--- src/hw/rtl/motor_feedback_frame_decoder_unit_defines.svh ---
// Assertion helpers for the motor feedback frame decoder.
`ifndef MOTOR_FEEDBACK_FRAME_DECODER_UNIT_DEFINES_SVH
`define MOTOR_FEEDBACK_FRAME_DECODER_UNIT_DEFINES_SVH

// Same-cycle implication, disabled while reset is asserted.
`define MFD_ASSERT_SAME(label, clk, rst_n, cond, expr, msg) \
    label: assert property (@(posedge clk) disable iff (!rst_n) (cond) |-> (expr)) \
        else $error(msg);

// Next-cycle implication, disabled while reset is asserted.
`define MFD_ASSERT_NEXT(label, clk, rst_n, cond, expr, msg) \
    label: assert property (@(posedge clk) disable iff (!rst_n) (cond) |=> (expr)) \
        else $error(msg);

`endif

--- src/hw/rtl/mfd_pkg.sv ---
`timescale 1ns / 1ps

package mfd_pkg;

    localparam int LIMIT_W     = 24;   // unsigned Q8.16 half range
    localparam int POS_CODE_W  = 16;
    localparam int VT_CODE_W   = 12;
    localparam int VALUE_W     = 25;   // signed Q8.16
    localparam int TURNS_W     = 16;
    localparam int TOTAL_W     = 41;   // signed Q24.16
    localparam int IN_TDATA_W  = 64;
    localparam int OUT_TDATA_W = 160;
    localparam int CFG_INDEX_W = 2;

    localparam logic [LIMIT_W-1:0] POSITION_LIMIT_RST = 24'd819200;   // 12.5
    localparam logic [LIMIT_W-1:0] VELOCITY_LIMIT_RST = 24'd2949120;  // 45.0
    localparam logic [LIMIT_W-1:0] TORQUE_LIMIT_RST   = 24'd1179648;  // 18.0

    typedef enum logic [CFG_INDEX_W-1:0] {
        CFG_POSITION_LIMIT = 2'd0,
        CFG_VELOCITY_LIMIT = 2'd1,
        CFG_TORQUE_LIMIT   = 2'd2
    } cfg_index_t;

    // Per-stage load strobes of the pipeline
    typedef struct packed {
        logic ld_in;
        logic ld_prod;
        logic ld_scale;
        logic ld_turn;
        logic ld_total;
    } pipe_en_t;

endpackage

--- src/hw/rtl/mfd_scale.sv ---
`timescale 1ns / 1ps

// Maps an unsigned code onto [-limit, +limit]:
//   floor(code * 2 * limit / (2^CODE_W - 1)) - limit
// Stage 1 registers the product, stage 2 divides by the all-ones constant
// using 2^CODE_W == 1 (mod den): fold high part onto low part a few times,
// then one compare-and-correct.
module mfd_scale #(
    parameter int CODE_W = mfd_pkg::POS_CODE_W
) (
    input  logic                                 clk,
    input  mfd_pkg::pipe_en_t                    en,
    input  logic [CODE_W-1:0]                    code,
    input  logic [mfd_pkg::LIMIT_W-1:0]          limit,
    output logic signed [mfd_pkg::VALUE_W-1:0]   value
);

    localparam int PROD_W = CODE_W + mfd_pkg::LIMIT_W;
    localparam int DBL_W  = PROD_W + 1;
    localparam int QUO_W  = mfd_pkg::LIMIT_W + 1;
    // fold count: each fold strips about CODE_W-1 bits
    localparam int NLVL   = (DBL_W + CODE_W - 2) / (CODE_W - 1);
    localparam logic [DBL_W-1:0] DEN = {{(DBL_W-CODE_W){1'b0}}, {CODE_W{1'b1}}};

    logic [PROD_W-1:0]                   prod_reg;
    logic [PROD_W-1:0]                   prod_next;
    logic [DBL_W-1:0]                    rem_sum;
    logic [DBL_W-1:0]                    quo_acc;
    logic [QUO_W-1:0]                    quo;
    logic signed [QUO_W:0]               value_wide;
    logic signed [mfd_pkg::VALUE_W-1:0]  value_reg;
    logic signed [mfd_pkg::VALUE_W-1:0]  value_next;

    assign prod_next = PROD_W'(code) * PROD_W'(limit);

    always_comb
    begin
        rem_sum = {prod_reg, 1'b0};
        quo_acc = '0;
        for (int lvl = 0; lvl < NLVL; lvl++)
        begin
            quo_acc = quo_acc + (rem_sum >> CODE_W);
            rem_sum = (rem_sum >> CODE_W) + (rem_sum & DEN);
        end
        if (rem_sum >= DEN)
        begin
            quo_acc = quo_acc + DBL_W'(1);
        end
    end

    assign quo        = quo_acc[QUO_W-1:0];
    assign value_wide = $signed({1'b0, quo}) - $signed({2'b00, limit});
    assign value_next = value_wide[mfd_pkg::VALUE_W-1:0];

    always_ff @(posedge clk)
    begin
        if (en.ld_prod)
        begin
            prod_reg <= prod_next;
        end
        if (en.ld_scale)
        begin
            value_reg <= value_next;
        end
    end

    assign value = value_reg;

endmodule

--- src/hw/rtl/mfd_wrap.sv ---
`timescale 1ns / 1ps

// Turn tracking and multi-turn position.
// Turn stage: compare the new position against the previous one and step the
// saturating turn counter; the state registers are this stage's output.
// Total stage: position + turns * 2 * limit, saturated to the output width.
module mfd_wrap (
    input  logic                                 clk,
    input  logic                                 rst_n,
    input  mfd_pkg::pipe_en_t                    en,
    input  logic signed [mfd_pkg::VALUE_W-1:0]   position_in,
    input  logic [mfd_pkg::LIMIT_W-1:0]          limit,
    output logic signed [mfd_pkg::VALUE_W-1:0]   position,
    output logic signed [mfd_pkg::TURNS_W-1:0]   turns,
    output logic signed [mfd_pkg::TOTAL_W-1:0]   total
);

    localparam int VW     = mfd_pkg::VALUE_W;
    localparam int TW     = mfd_pkg::TURNS_W;
    localparam int OW     = mfd_pkg::TOTAL_W;
    localparam int DIFF_W = VW + 2;
    localparam int PROD_W = TW + mfd_pkg::LIMIT_W + 1;
    localparam int SUM_W  = PROD_W + 2;

    localparam logic signed [TW-1:0]    TURNS_MAX = {1'b0, {(TW-1){1'b1}}};
    localparam logic signed [TW-1:0]    TURNS_MIN = {1'b1, {(TW-1){1'b0}}};
    localparam logic signed [SUM_W-1:0] TOTAL_MAX = {{(SUM_W-OW+1){1'b0}}, {(OW-1){1'b1}}};
    localparam logic signed [SUM_W-1:0] TOTAL_MIN = {{(SUM_W-OW+1){1'b1}}, {(OW-1){1'b0}}};

    logic signed [VW-1:0]     last_position_reg;
    logic signed [VW-1:0]     last_position_next;
    logic signed [TW-1:0]     turn_count_reg;
    logic signed [TW-1:0]     turn_count_next;
    logic signed [VW:0]       diff;
    logic signed [DIFF_W-1:0] diff2;
    logic signed [DIFF_W-1:0] limit_s;
    logic                     jump_up;
    logic                     jump_down;
    logic signed [PROD_W-1:0] wrap_prod;
    logic signed [SUM_W-1:0]  total_sum;
    logic signed [OW-1:0]     total_next;
    logic signed [VW-1:0]     position_reg;
    logic signed [TW-1:0]     turns_reg;
    logic signed [OW-1:0]     total_reg;

    // "more than half the limit" is 2*diff > limit, no rounding
    assign diff      = $signed({position_in[VW-1], position_in})
                     - $signed({last_position_reg[VW-1], last_position_reg});
    assign diff2     = {diff, 1'b0};
    assign limit_s   = $signed({3'b000, limit});
    assign jump_up   = diff2 > limit_s;
    assign jump_down = diff2 < -limit_s;

    always_comb
    begin
        turn_count_next    = turn_count_reg;
        last_position_next = position_in;
        priority if (jump_up)
        begin
            if (turn_count_reg != TURNS_MIN)
            begin
                turn_count_next = turn_count_reg - TW'(1);
            end
        end
        else if (jump_down)
        begin
            if (turn_count_reg != TURNS_MAX)
            begin
                turn_count_next = turn_count_reg + TW'(1);
            end
        end
        else
        begin
            turn_count_next = turn_count_reg;
        end
    end

    always_ff @(posedge clk or negedge rst_n)
    begin
        if (!rst_n)
        begin
            last_position_reg <= '0;
            turn_count_reg    <= '0;
        end
        else if (en.ld_turn)
        begin
            last_position_reg <= last_position_next;
            turn_count_reg    <= turn_count_next;
        end
    end

    assign wrap_prod = PROD_W'(turn_count_reg) * PROD_W'($signed({1'b0, limit}));
    assign total_sum = $signed({wrap_prod[PROD_W-1], wrap_prod, 1'b0})
                     + $signed({{(SUM_W-VW){last_position_reg[VW-1]}}, last_position_reg});

    always_comb
    begin
        priority if (total_sum > TOTAL_MAX)
        begin
            total_next = TOTAL_MAX[OW-1:0];
        end
        else if (total_sum < TOTAL_MIN)
        begin
            total_next = TOTAL_MIN[OW-1:0];
        end
        else
        begin
            total_next = total_sum[OW-1:0];
        end
    end

    always_ff @(posedge clk)
    begin
        if (en.ld_total)
        begin
            position_reg <= last_position_reg;
            turns_reg    <= turn_count_reg;
            total_reg    <= total_next;
        end
    end

    assign position = position_reg;
    assign turns    = turns_reg;
    assign total    = total_reg;

endmodule

--- src/hw/rtl/motor_feedback_frame_decoder_unit.sv ---
`timescale 1ns / 1ps
// Motor feedback frame decoder.
// Input stream (s_axis_*): one word per 8-byte feedback frame, byte0 in the
// low bits. Output stream (m_axis_*): one decoded word per frame, in order.
// cfg_wr_en/cfg_index/cfg_data write the position, velocity and torque half
// ranges (unsigned Q8.16); write them only while no frame is in flight.
// A word accepted into the input reg passes through multiply, constant divide,
// turn tracking and the total/output reg before it shows up on m_axis_tvalid.
// Throughput: one word per cycle unless the output stalls, set by the five-stage pipe;
// each stage has its own ready, so bubbles collapse and a word is taken whenever any
// stage is free, also while the output word waits on m_axis_tready.
// s_axis_tready drops only when all five stages hold a word and the output
// word is stalled.
// Reset: pipeline empty, limits back to 12.5 / 45.0 / 18.0, last position and
// turn count zero, so the first frame is compared against position zero.
// Turn count saturates at the 16-bit limits; total position saturates at the
// 41-bit limits.
`include "motor_feedback_frame_decoder_unit_defines.svh"

module motor_feedback_frame_decoder_unit (
    input  logic                                clk,
    input  logic                                rst_n,
    input  logic                                s_axis_tvalid,
    output logic                                s_axis_tready,
    // byte0 [7:0], byte1 [15:8], byte2 [23:16], byte3 [31:24],
    // byte4 [39:32], byte5 [47:40], byte6 [55:48], byte7 [63:56]
    input  logic [mfd_pkg::IN_TDATA_W-1:0]      s_axis_tdata,
    output logic                                m_axis_tvalid,
    input  logic                                m_axis_tready,
    // motor_id [3:0], motor_state [7:4], position [32:8], velocity [57:33],
    // torque [82:58], mos_temperature [90:83], coil_temperature [98:91],
    // turns [114:99], total_position [155:115], zero [159:156]
    output logic [mfd_pkg::OUT_TDATA_W-1:0]     m_axis_tdata,
    input  logic                                cfg_wr_en,
    input  logic [mfd_pkg::CFG_INDEX_W-1:0]     cfg_index,
    input  logic [mfd_pkg::LIMIT_W-1:0]         cfg_data
);

    localparam int VW       = mfd_pkg::VALUE_W;
    localparam int FIELDS_W = 4 + 4 + 3 * VW + 8 + 8 + mfd_pkg::TURNS_W + mfd_pkg::TOTAL_W;

    // Fields that ride along the pipe untouched
    typedef struct packed {
        logic [3:0] id;
        logic [3:0] state;
        logic [7:0] mos;
        logic [7:0] coil;
    } meta_t;

    // ---------------- configuration ----------------
    logic [mfd_pkg::LIMIT_W-1:0] pos_limit_reg;
    logic [mfd_pkg::LIMIT_W-1:0] pos_limit_next;
    logic [mfd_pkg::LIMIT_W-1:0] vel_limit_reg;
    logic [mfd_pkg::LIMIT_W-1:0] vel_limit_next;
    logic [mfd_pkg::LIMIT_W-1:0] tor_limit_reg;
    logic [mfd_pkg::LIMIT_W-1:0] tor_limit_next;

    always_comb
    begin
        pos_limit_next = pos_limit_reg;
        vel_limit_next = vel_limit_reg;
        tor_limit_next = tor_limit_reg;
        if (cfg_wr_en)
        begin
            unique case (mfd_pkg::cfg_index_t'(cfg_index))
                mfd_pkg::CFG_POSITION_LIMIT: pos_limit_next = cfg_data;
                mfd_pkg::CFG_VELOCITY_LIMIT: vel_limit_next = cfg_data;
                mfd_pkg::CFG_TORQUE_LIMIT:   tor_limit_next = cfg_data;
                default:                     pos_limit_next = pos_limit_reg;  // unused index
            endcase
        end
    end

    always_ff @(posedge clk or negedge rst_n)
    begin
        if (!rst_n)
        begin
            pos_limit_reg <= mfd_pkg::POSITION_LIMIT_RST;
            vel_limit_reg <= mfd_pkg::VELOCITY_LIMIT_RST;
            tor_limit_reg <= mfd_pkg::TORQUE_LIMIT_RST;
        end
        else
        begin
            pos_limit_reg <= pos_limit_next;
            vel_limit_reg <= vel_limit_next;
            tor_limit_reg <= tor_limit_next;
        end
    end

    // ---------------- pipeline control ----------------
    // Stages: in (frame reg), prod, scale, turn, out.
    logic v_in_reg,    v_in_next;
    logic v_prod_reg,  v_prod_next;
    logic v_scale_reg, v_scale_next;
    logic v_turn_reg,  v_turn_next;
    logic v_out_reg,   v_out_next;
    logic rdy_in, rdy_prod, rdy_scale, rdy_turn, rdy_out;
    mfd_pkg::pipe_en_t en;

    // A stage can load when it is empty or its word moves on this cycle
    assign rdy_out   = !v_out_reg   || m_axis_tready;
    assign rdy_turn  = !v_turn_reg  || rdy_out;
    assign rdy_scale = !v_scale_reg || rdy_turn;
    assign rdy_prod  = !v_prod_reg  || rdy_scale;
    assign rdy_in    = !v_in_reg    || rdy_prod;

    assign en.ld_in    = rdy_in    && s_axis_tvalid;
    assign en.ld_prod  = rdy_prod  && v_in_reg;
    assign en.ld_scale = rdy_scale && v_prod_reg;
    assign en.ld_turn  = rdy_turn  && v_scale_reg;   // also steps the turn state
    assign en.ld_total = rdy_out   && v_turn_reg;

    assign v_in_next    = rdy_in    ? s_axis_tvalid : v_in_reg;
    assign v_prod_next  = rdy_prod  ? v_in_reg      : v_prod_reg;
    assign v_scale_next = rdy_scale ? v_prod_reg    : v_scale_reg;
    assign v_turn_next  = rdy_turn  ? v_scale_reg   : v_turn_reg;
    assign v_out_next   = rdy_out   ? v_turn_reg    : v_out_reg;

    always_ff @(posedge clk or negedge rst_n)
    begin
        if (!rst_n)
        begin
            v_in_reg    <= 1'b0;
            v_prod_reg  <= 1'b0;
            v_scale_reg <= 1'b0;
            v_turn_reg  <= 1'b0;
            v_out_reg   <= 1'b0;
        end
        else
        begin
            v_in_reg    <= v_in_next;
            v_prod_reg  <= v_prod_next;
            v_scale_reg <= v_scale_next;
            v_turn_reg  <= v_turn_next;
            v_out_reg   <= v_out_next;
        end
    end

    assign s_axis_tready = rdy_in;
    assign m_axis_tvalid = v_out_reg;

    // ---------------- datapath ----------------
    logic [mfd_pkg::IN_TDATA_W-1:0]       frame_reg;
    logic [mfd_pkg::POS_CODE_W-1:0]       pos_code;
    logic [mfd_pkg::VT_CODE_W-1:0]        vel_code;
    logic [mfd_pkg::VT_CODE_W-1:0]        tor_code;
    meta_t                                meta_in;
    meta_t                                meta_prod_reg;
    meta_t                                meta_scale_reg;
    meta_t                                meta_turn_reg;
    meta_t                                meta_out_reg;
    logic signed [VW-1:0]                 pos_scaled;
    logic signed [VW-1:0]                 vel_scaled;
    logic signed [VW-1:0]                 tor_scaled;
    logic signed [VW-1:0]                 vel_turn_reg;
    logic signed [VW-1:0]                 tor_turn_reg;
    logic signed [VW-1:0]                 vel_out_reg;
    logic signed [VW-1:0]                 tor_out_reg;
    logic signed [VW-1:0]                 pos_out;
    logic signed [mfd_pkg::TURNS_W-1:0]   turns_out;
    logic signed [mfd_pkg::TOTAL_W-1:0]   total_out;

    always_ff @(posedge clk)
    begin
        if (en.ld_in)
        begin
            frame_reg <= s_axis_tdata;
        end
        if (en.ld_prod)
        begin
            meta_prod_reg <= meta_in;
        end
        if (en.ld_scale)
        begin
            meta_scale_reg <= meta_prod_reg;
        end
        if (en.ld_turn)
        begin
            meta_turn_reg <= meta_scale_reg;
            vel_turn_reg  <= vel_scaled;
            tor_turn_reg  <= tor_scaled;
        end
        if (en.ld_total)
        begin
            meta_out_reg <= meta_turn_reg;
            vel_out_reg  <= vel_turn_reg;
            tor_out_reg  <= tor_turn_reg;
        end
    end

    // Frame unpacking: position big-endian 16 bits, velocity and torque
    // share byte4 (velocity low nibble on top, torque high nibble below)
    assign pos_code      = {frame_reg[15:8], frame_reg[23:16]};
    assign vel_code      = {frame_reg[31:24], frame_reg[39:36]};
    assign tor_code      = {frame_reg[35:32], frame_reg[47:40]};
    assign meta_in.id    = frame_reg[3:0];
    assign meta_in.state = frame_reg[7:4];
    assign meta_in.mos   = frame_reg[55:48];
    assign meta_in.coil  = frame_reg[63:56];

    mfd_scale #(
        .CODE_W (mfd_pkg::POS_CODE_W)
    ) u_pos_scale (
        .clk   (clk),
        .en    (en),
        .code  (pos_code),
        .limit (pos_limit_reg),
        .value (pos_scaled)
    );

    mfd_scale #(
        .CODE_W (mfd_pkg::VT_CODE_W)
    ) u_vel_scale (
        .clk   (clk),
        .en    (en),
        .code  (vel_code),
        .limit (vel_limit_reg),
        .value (vel_scaled)
    );

    mfd_scale #(
        .CODE_W (mfd_pkg::VT_CODE_W)
    ) u_tor_scale (
        .clk   (clk),
        .en    (en),
        .code  (tor_code),
        .limit (tor_limit_reg),
        .value (tor_scaled)
    );

    mfd_wrap u_wrap (
        .clk         (clk),
        .rst_n       (rst_n),
        .en          (en),
        .position_in (pos_scaled),
        .limit       (pos_limit_reg),
        .position    (pos_out),
        .turns       (turns_out),
        .total       (total_out)
    );

    assign m_axis_tdata = {
        {(mfd_pkg::OUT_TDATA_W-FIELDS_W){1'b0}},
        total_out,
        turns_out,
        meta_out_reg.coil,
        meta_out_reg.mos,
        tor_out_reg,
        vel_out_reg,
        pos_out,
        meta_out_reg.state,
        meta_out_reg.id
    };

    // ---------------- assertions ----------------
    // Backpressure reaches the input only once every stage is occupied
    `MFD_ASSERT_SAME(a_full_when_stalled, clk, rst_n, !s_axis_tready,
        v_in_reg && v_prod_reg && v_scale_reg && v_turn_reg && v_out_reg,
        "input stalled with a free stage")
    // An accepted word always lands in the frame register
    `MFD_ASSERT_NEXT(a_accept_fills_input, clk, rst_n, s_axis_tvalid && s_axis_tready,
        v_in_reg, "accepted word lost at input stage")
    // A new output word only appears if the turn stage held one
    `MFD_ASSERT_SAME(a_out_from_turn, clk, rst_n, $rose(m_axis_tvalid), $past(v_turn_reg),
        "output valid without a word in the turn stage")

endmodule

--- config.mk ---
export PLATFORM = sky130hd
export DESIGN_NAME = motor_feedback_frame_decoder_unit
export DESIGN_NICKNAME = d
export VERILOG_FILES = /design/src/hw/rtl/mfd_pkg.sv /design/src/hw/rtl/mfd_scale.sv /design/src/hw/rtl/mfd_wrap.sv /design/src/hw/rtl/motor_feedback_frame_decoder_unit.sv
export VERILOG_INCLUDE_DIRS = /design/src /design/src/hw/rtl
export SDC_FILE = /design/constraint.sdc
export NUM_CORES = 2
export LEC_CHECK = 0
export BUFFER_PORTS_ARGS = -buffer_cell sky130_fd_sc_hd__buf_2
export CAP_MARGIN = 20
export CORE_ASPECT_RATIO = 0.8
export CORE_UTILIZATION = 25
export CTS_CLUSTER_SIZE = 14
export DETAILED_ROUTE_END_ITERATION = 8
export PLACE_DENSITY_LB_ADDON = 0.3
export SYNTH_ARGS = -nofsm -noshare
export SYNTH_HDL_FRONTEND = slang
export SYNTH_HIERARCHICAL = 1
export SYNTH_SLANG_ARGS = --single-unit
--- constraint.sdc ---
create_clock -name clk -period 27.3 [get_ports clk]
set_clock_uncertainty 0.15 [all_clocks]
set_input_delay 1.365 -clock clk [delete_from_list [all_inputs] [get_ports clk]]
set_output_delay 1.365 -clock clk [all_outputs]
set_load 0.03 [all_outputs]
### Word level (Yosys, flattened, before mapping)

Cells that the tools add are included.

| word-level totals | value |
|---|---|
| flip-flop bits (word level) | 647 |
| bits in latches | 0 |
| bits in writable memories | 0 |
| memory bits (read-only) | 0 |
| word-level logic and storage cells | 116 |
| memories | 0 |

| operators by class | value |
|---|---|
| add/subtract/negate cells | 30 |
| multipliers | 4 |
| divide/modulo/power cells | 0 |
| $lt $le $gt $ge | 7 |
| eq/ne operators | 5 |
| shift-type cells | 0 |
| multiplexer cells | 8 |
| bitwise gates (word level) | 0 |
| reductions and logical operators | 22 |

Operator list:

| kind | count |
|---|---|
| adder 25 x 12 -> 26 bit | 6 |
| adder 25 x 14 -> 25 bit | 6 |
| adder 25 x 16 -> 26 bit | 3 |
| adder 25 x 1 -> 25 bit (second input constant) | 3 |
| 2-to-1 mux 25 bit | 3 |
| subtractor 25 x 24 -> 25 bit | 3 |
| multiplier 12 x 24 -> 36 bit | 2 |
| 2-to-1 mux 16 bit | 4 |
| adder 25 x 10 -> 25 bit | 2 |
| adder 42 x 25 -> 43 bit | 1 |
| greater-than comparator 43 x 41 -> 1 bit (second input constant) | 1 |
| < comparator 43 x 41 -> 1 bit (second input constant) | 1 |
| multiplier 16 x 25 -> 41 bit | 1 |
| 2-to-1 mux 41 bit | 1 |
| multiplier 16 x 24 -> 40 bit | 1 |
| inequality test 16 bit (second input constant) | 2 |
| adder 14 x 12 -> 15 bit | 2 |
| greater-or-equal comparator 15 x 12 -> 1 bit (second input constant) | 2 |
| greater-than comparator 27 x 25 -> 1 bit | 1 |
| < comparator 27 bit | 1 |
| negation 24 -> 27 bit | 1 |
| greater-or-equal comparator 26 x 16 -> 1 bit (second input constant) | 1 |
| subtractor 25 x 25 -> 26 bit | 1 |
| adder 16 x 2 -> 16 bit (second input constant) | 1 |
| 11 further kinds | 26 |

### Logic depth before layout (Yosys ltp)

| depth | value |
|---|---|
| word-level depth | 7 |
| mapped depth | 53 |

### By module

The synthesis kept the hierarchy.

By module, submodules not included:

| module | instances | cells an instance | area an instance (µm²) | sequential area each (µm²) |
|---|---|---|---|---|
| mfd_wrap | 1 | 2578 | 22640.5 | 3488.3 |
| mfd_scale (u_pos_scale) | 1 | 2016 | 17939.7 | 1951.9 |
| mfd_scale (u_tor_scale) | 1 | 1717 | 15242.1 | 1831.8 |
| mfd_scale (u_vel_scale) | 1 | 1703 | 15130.8 | 1831.8 |
| motor_feedback_frame_decoder_unit | 1 | 439 | 10800.4 | 9745.6 |

### Least setup slack after synthesis

No wires, ideal clock.

| timing path | value |
|---|---|
| path type | input port to flip-flop |
| start point | input m_axis_tready |
| end point | register meta_prod_reg[0] in the netlist's numbering, enable pin |
| library setup time | 839 ps |
| data arrival time | 11521 ps |
| path slack | 14790 ps |
| cell stages on the path | 3 |
| cell sequence | and4b_1 > clkbuf_1 > a21boi_0 |

RTL lines:

| item | line | RTL |
|---|---|---|
| start: declaration | motor_feedback_frame_decoder_unit.sv:29 | `input logic m_axis_tready,` |
| end signal: assignment | motor_feedback_frame_decoder_unit.sv:171 | `meta_prod_reg <= meta_in;` |
| end: declaration | motor_feedback_frame_decoder_unit.sv:148 | `meta_t meta_prod_reg;` |

### Worst setup path after layout

| timing path | value |
|---|---|
| start point | register u_vel_scale.prod_reg[12] |
| end point | register u_vel_scale.value_reg, in the netlist u_vel_scale/value[24], data pin |

| on the way | value |
|---|---|
| cells in the longest elaborated chain, start to end | 7 |
| elaborated cells on any way between the ends | 11 |

Ends and longest elaborated chain:

| item | line | RTL |
|---|---|---|
| start: declaration | mfd_scale.sv:25 | `logic [PROD_W-1:0] prod_reg;` |
| start signal: assignment | mfd_scale.sv:59 | `prod_reg <= prod_next;` |
| adder 25 x 12 -> 26 bit | mfd_scale.sv:43 | `rem_sum = (rem_sum >> CODE_W) + (rem_sum & DEN);` |
| adder 25 x 14 -> 25 bit or adder 25 x 12 -> 26 bit (tied branches) (2 in a row) | mfd_scale.sv:42, mfd_scale.sv:43 |  |
| adder 25 x 14 -> 25 bit or adder 14 x 12 -> 15 bit (tied branches) | mfd_scale.sv:42, mfd_scale.sv:43 |  |
| adder 25 x 1 -> 25 bit or greater-or-equal comparator 15 x 12 -> 1 bit (tied branches) | mfd_scale.sv:47, mfd_scale.sv:45 |  |
| 2-to-1 mux 25 bit (*) | mfd_scale.sv:45 | `if (rem_sum >= DEN)` |
| subtractor 25 x 24 -> 25 bit (*) | mfd_scale.sv:52 | `assign value_wide = $signed({1'b0, quo}) - $signed({2'b00, limit});` |
| net u_vel_scale.value_wide[24] | mfd_scale.sv:30 | `logic signed [QUO_W:0] value_wide;` |
| end signal: assignment | mfd_scale.sv:63 | `value_reg <= value_next;` |
| end: declaration | mfd_scale.sv:31 | `logic signed [mfd_pkg::VALUE_W-1:0] value_reg;` |

Mark *: on every way through the listed nets, which the timed path passes. The rest lies on a longest branch.
A chain may end at the register's enable or synchronous reset.

==> metrics <==
largest net degree at the start of global routing 110; CP Launch Point u_vel_scale/prod_reg[12]; setup violators final 0; status complete, but fails checks; critical path's top delay family compound AO/OA/AOI/OAI gates; warning count from the yosys run 6; Die Wd 641 um; setup TNS 0 ns; Worst-Skew Late Latency 0.74 ns; sequential area share after synthesis 23.1%; critical path's slowest cell a2111oi_0; Via Count 60400; Remaining Overflow, GRT 0; effective utilization at floorplan 25.2%; antenna-violating nets left 0; IO buf count 252; CTS Buf Count 79; first-pass GRT wire length 391000 um; startpoint type of the worst setup path flop; Hold Path Depth 0; DRC 34; FILL cells 34200; HP Class reg2reg; Synth Flop Type edfxtp_1; vias in the first global route 62600; hold path endpoint tor_out_reg[2]; synthesized cell area 0.0818 sq mm; # hold bufs at CTS 0; layout cells sized above 1 7.37%; CP Capture Type flop; slew of the pin with the lowest slew margin 1.33 ns; nets 10500; Core Region 0.325 sq mm; R2R cell count 47; clock root buffer clkbuf_16; routability cong. 0.916; starting DRC count in detailed routing 4077; most frequent cells in the layout 1342 x inv_1, 1139 x nand2_1, 1076 x fa_1; fmax 0.0757 GHz; Post-Syn Area per Cell 9.67 sq um; post-synthesis cell type count 126; Slew Limit Fails 0; GRT Total Usage 15.5%; total wire length 258000 um; flops & latches, synth 647; FP Rows 187; Post-synth EDFFs 529; Worst R2R Start u_vel_scale/prod_reg[12]; htree depth 3; Critical Path Fanout Max 7; worst hold start tor_turn_reg[2]; Fin. Hold Viols 0; Clock Pin Slew Worst Setup and Hold Paths 0.08 ns; Setup Fix Bufs, Post-CTS 0; CP Data Arrival Time 13.54 ns; max reg flops 64; Critical Path RT 27.63 ns; Hold WS 0.264 ns; clk sink count 647; Slowest Stage Delay on Critical Path 0.71 ns; # IOs 257; fraction of registers with async set/reset 18.2%; initial antenna violation count 36; DRT Pass-1 Iters 9; max-cap check violation count 0; Die Y 513 um; Clock Path Buffers 3; WS Path Type reg2reg; CTS resizes 0; slew margin rel. 10.4%; commonest non-fill, non-tap cell in the layout inv_1; reg-to-reg setup timing slack 14.09 ns; post-layout minimum cycle time 13.21 ns; wire per inst 19.9 um; period utilization 48.4%; Crit Reg-Reg Endpoint u_vel_scale/value[24]; RSZ-0062 raised after global routing no; failing checks design-rule violations; Die ar. 0.329 sq mm; area growth from synthesis to layout 10.7%; TritonCTS clock tree done; Vias/cell 4.66; post-detail-place hpwl 205000 um; Mapped Cells 8453; Crit path buffers/inverters 1
-- per-layer routing --
layer  vias to the layer above  track usage [%]  routed length (um)
met2                      1635             24.2              114000
li1                      27800                -                   -
met3                       275             2.65               15300
met5                         -                0                 129
met1                     30700             22.0              122000
met4                        20             4.20                6790
-- worst max-delay path by stage --
stage / to / cells after the start
final: u_vel_scale/value[24] / 47
after global routing: u_vel_scale/value[24] / 47
after CTS: u_vel_scale/value[24] / 47
after detailed placement: u_vel_scale/value[24] / 47
after global placement: u_vel_scale/value[24] / 47
after floorplan: meta_prod_reg[0] / 3
-- final cells by class --
cell class                 instances  area (sq um)  share of cell area (%)
sequential                       647         18800                    20.8
antenna                           22          55.1                  0.0608
multi-input combinational       6160         56700                    62.6
timing repair buffer             318          1820                    2.01
clock inverter                    44           519                   0.574
clock buffer                      99          2110                    2.33
tap                             4347          5440                    6.01
inverter                        1346          5050                    5.58
-- cells in the mapped netlist, types with 12 or more instances --
cell | n | area share (%)
o21bai_1 | 33 | 0.30
nand2_1 | 1139 | 5.2
o21ai_1 | 56 | 0.34
buf_2 | 14 | 0.086
a21boi_0 | 17 | 0.16
xnor2_1 | 335 | 3.6
xor2_1 | 134 | 1.4
nor2b_1 | 65 | 0.50
a211o_1 | 19 | 0.20
nand4_1 | 54 | 0.41
fa_1 | 1076 | 26
nand3_1 | 117 | 0.72
ha_1 | 748 | 11
o2111ai_1 | 16 | 0.17
nor3_1 | 88 | 0.54
nor2_1 | 344 | 1.6
nor3b_1 | 14 | 0.13
a31oi_1 | 34 | 0.26
a21oi_1 | 303 | 1.9
a211oi_1 | 56 | 0.51
or2_2 | 20 | 0.15
dfrtp_1 | 109 | 3.3
a31o_2 | 12 | 0.13
inv_1 | 1342 | 6.2
nand2b_1 | 58 | 0.44
and2_1 | 473 | 3.6
edfxtp_1 | 529 | 19
o31ai_1 | 16 | 0.15
a21o_1 | 143 | 1.3
a311oi_1 | 14 | 0.15
clkbuf_1 | 270 | 1.2
o31a_1 | 12 | 0.13
o21a_1 | 57 | 0.52
o21ai_0 | 217 | 1.3
o211ai_1 | 34 | 0.31
and3_1 | 57 | 0.44
nand3b_1 | 13 | 0.12
or3_1 | 25 | 0.19
nor4_1 | 33 | 0.25
mux2_2 | 78 | 1.1
-- kinds of logic after synthesis --
logic type,after synthesis,synth area share [%]
flops,647,23.1
simple gates,2569,15.2
compound gates,1187,9.74
fa+ha+maj,1824,37.8
other cells,1,0.00459
xor+xnor,472,5.10
buf+inv,1649,7.69
mux,104,1.45
-- stage by stage --
step           utilization, %  area (sq um)  instances  setup WS, ns
5_1_grt                  27.8         90500      13000         13.06
6_report                 27.9         90500      13000         14.09
2_1_floorplan               -         81800       8456         14.79
4_1_cts                  27.8         90400      13000         14.29
3_3_place_gp             27.0         87800      12800         14.40
3_5_place_dp             27.0         87800      12800         14.39
Power is not shown: default switching activity piles up to over one toggle a cycle in this logic, so the estimate is an artifact.
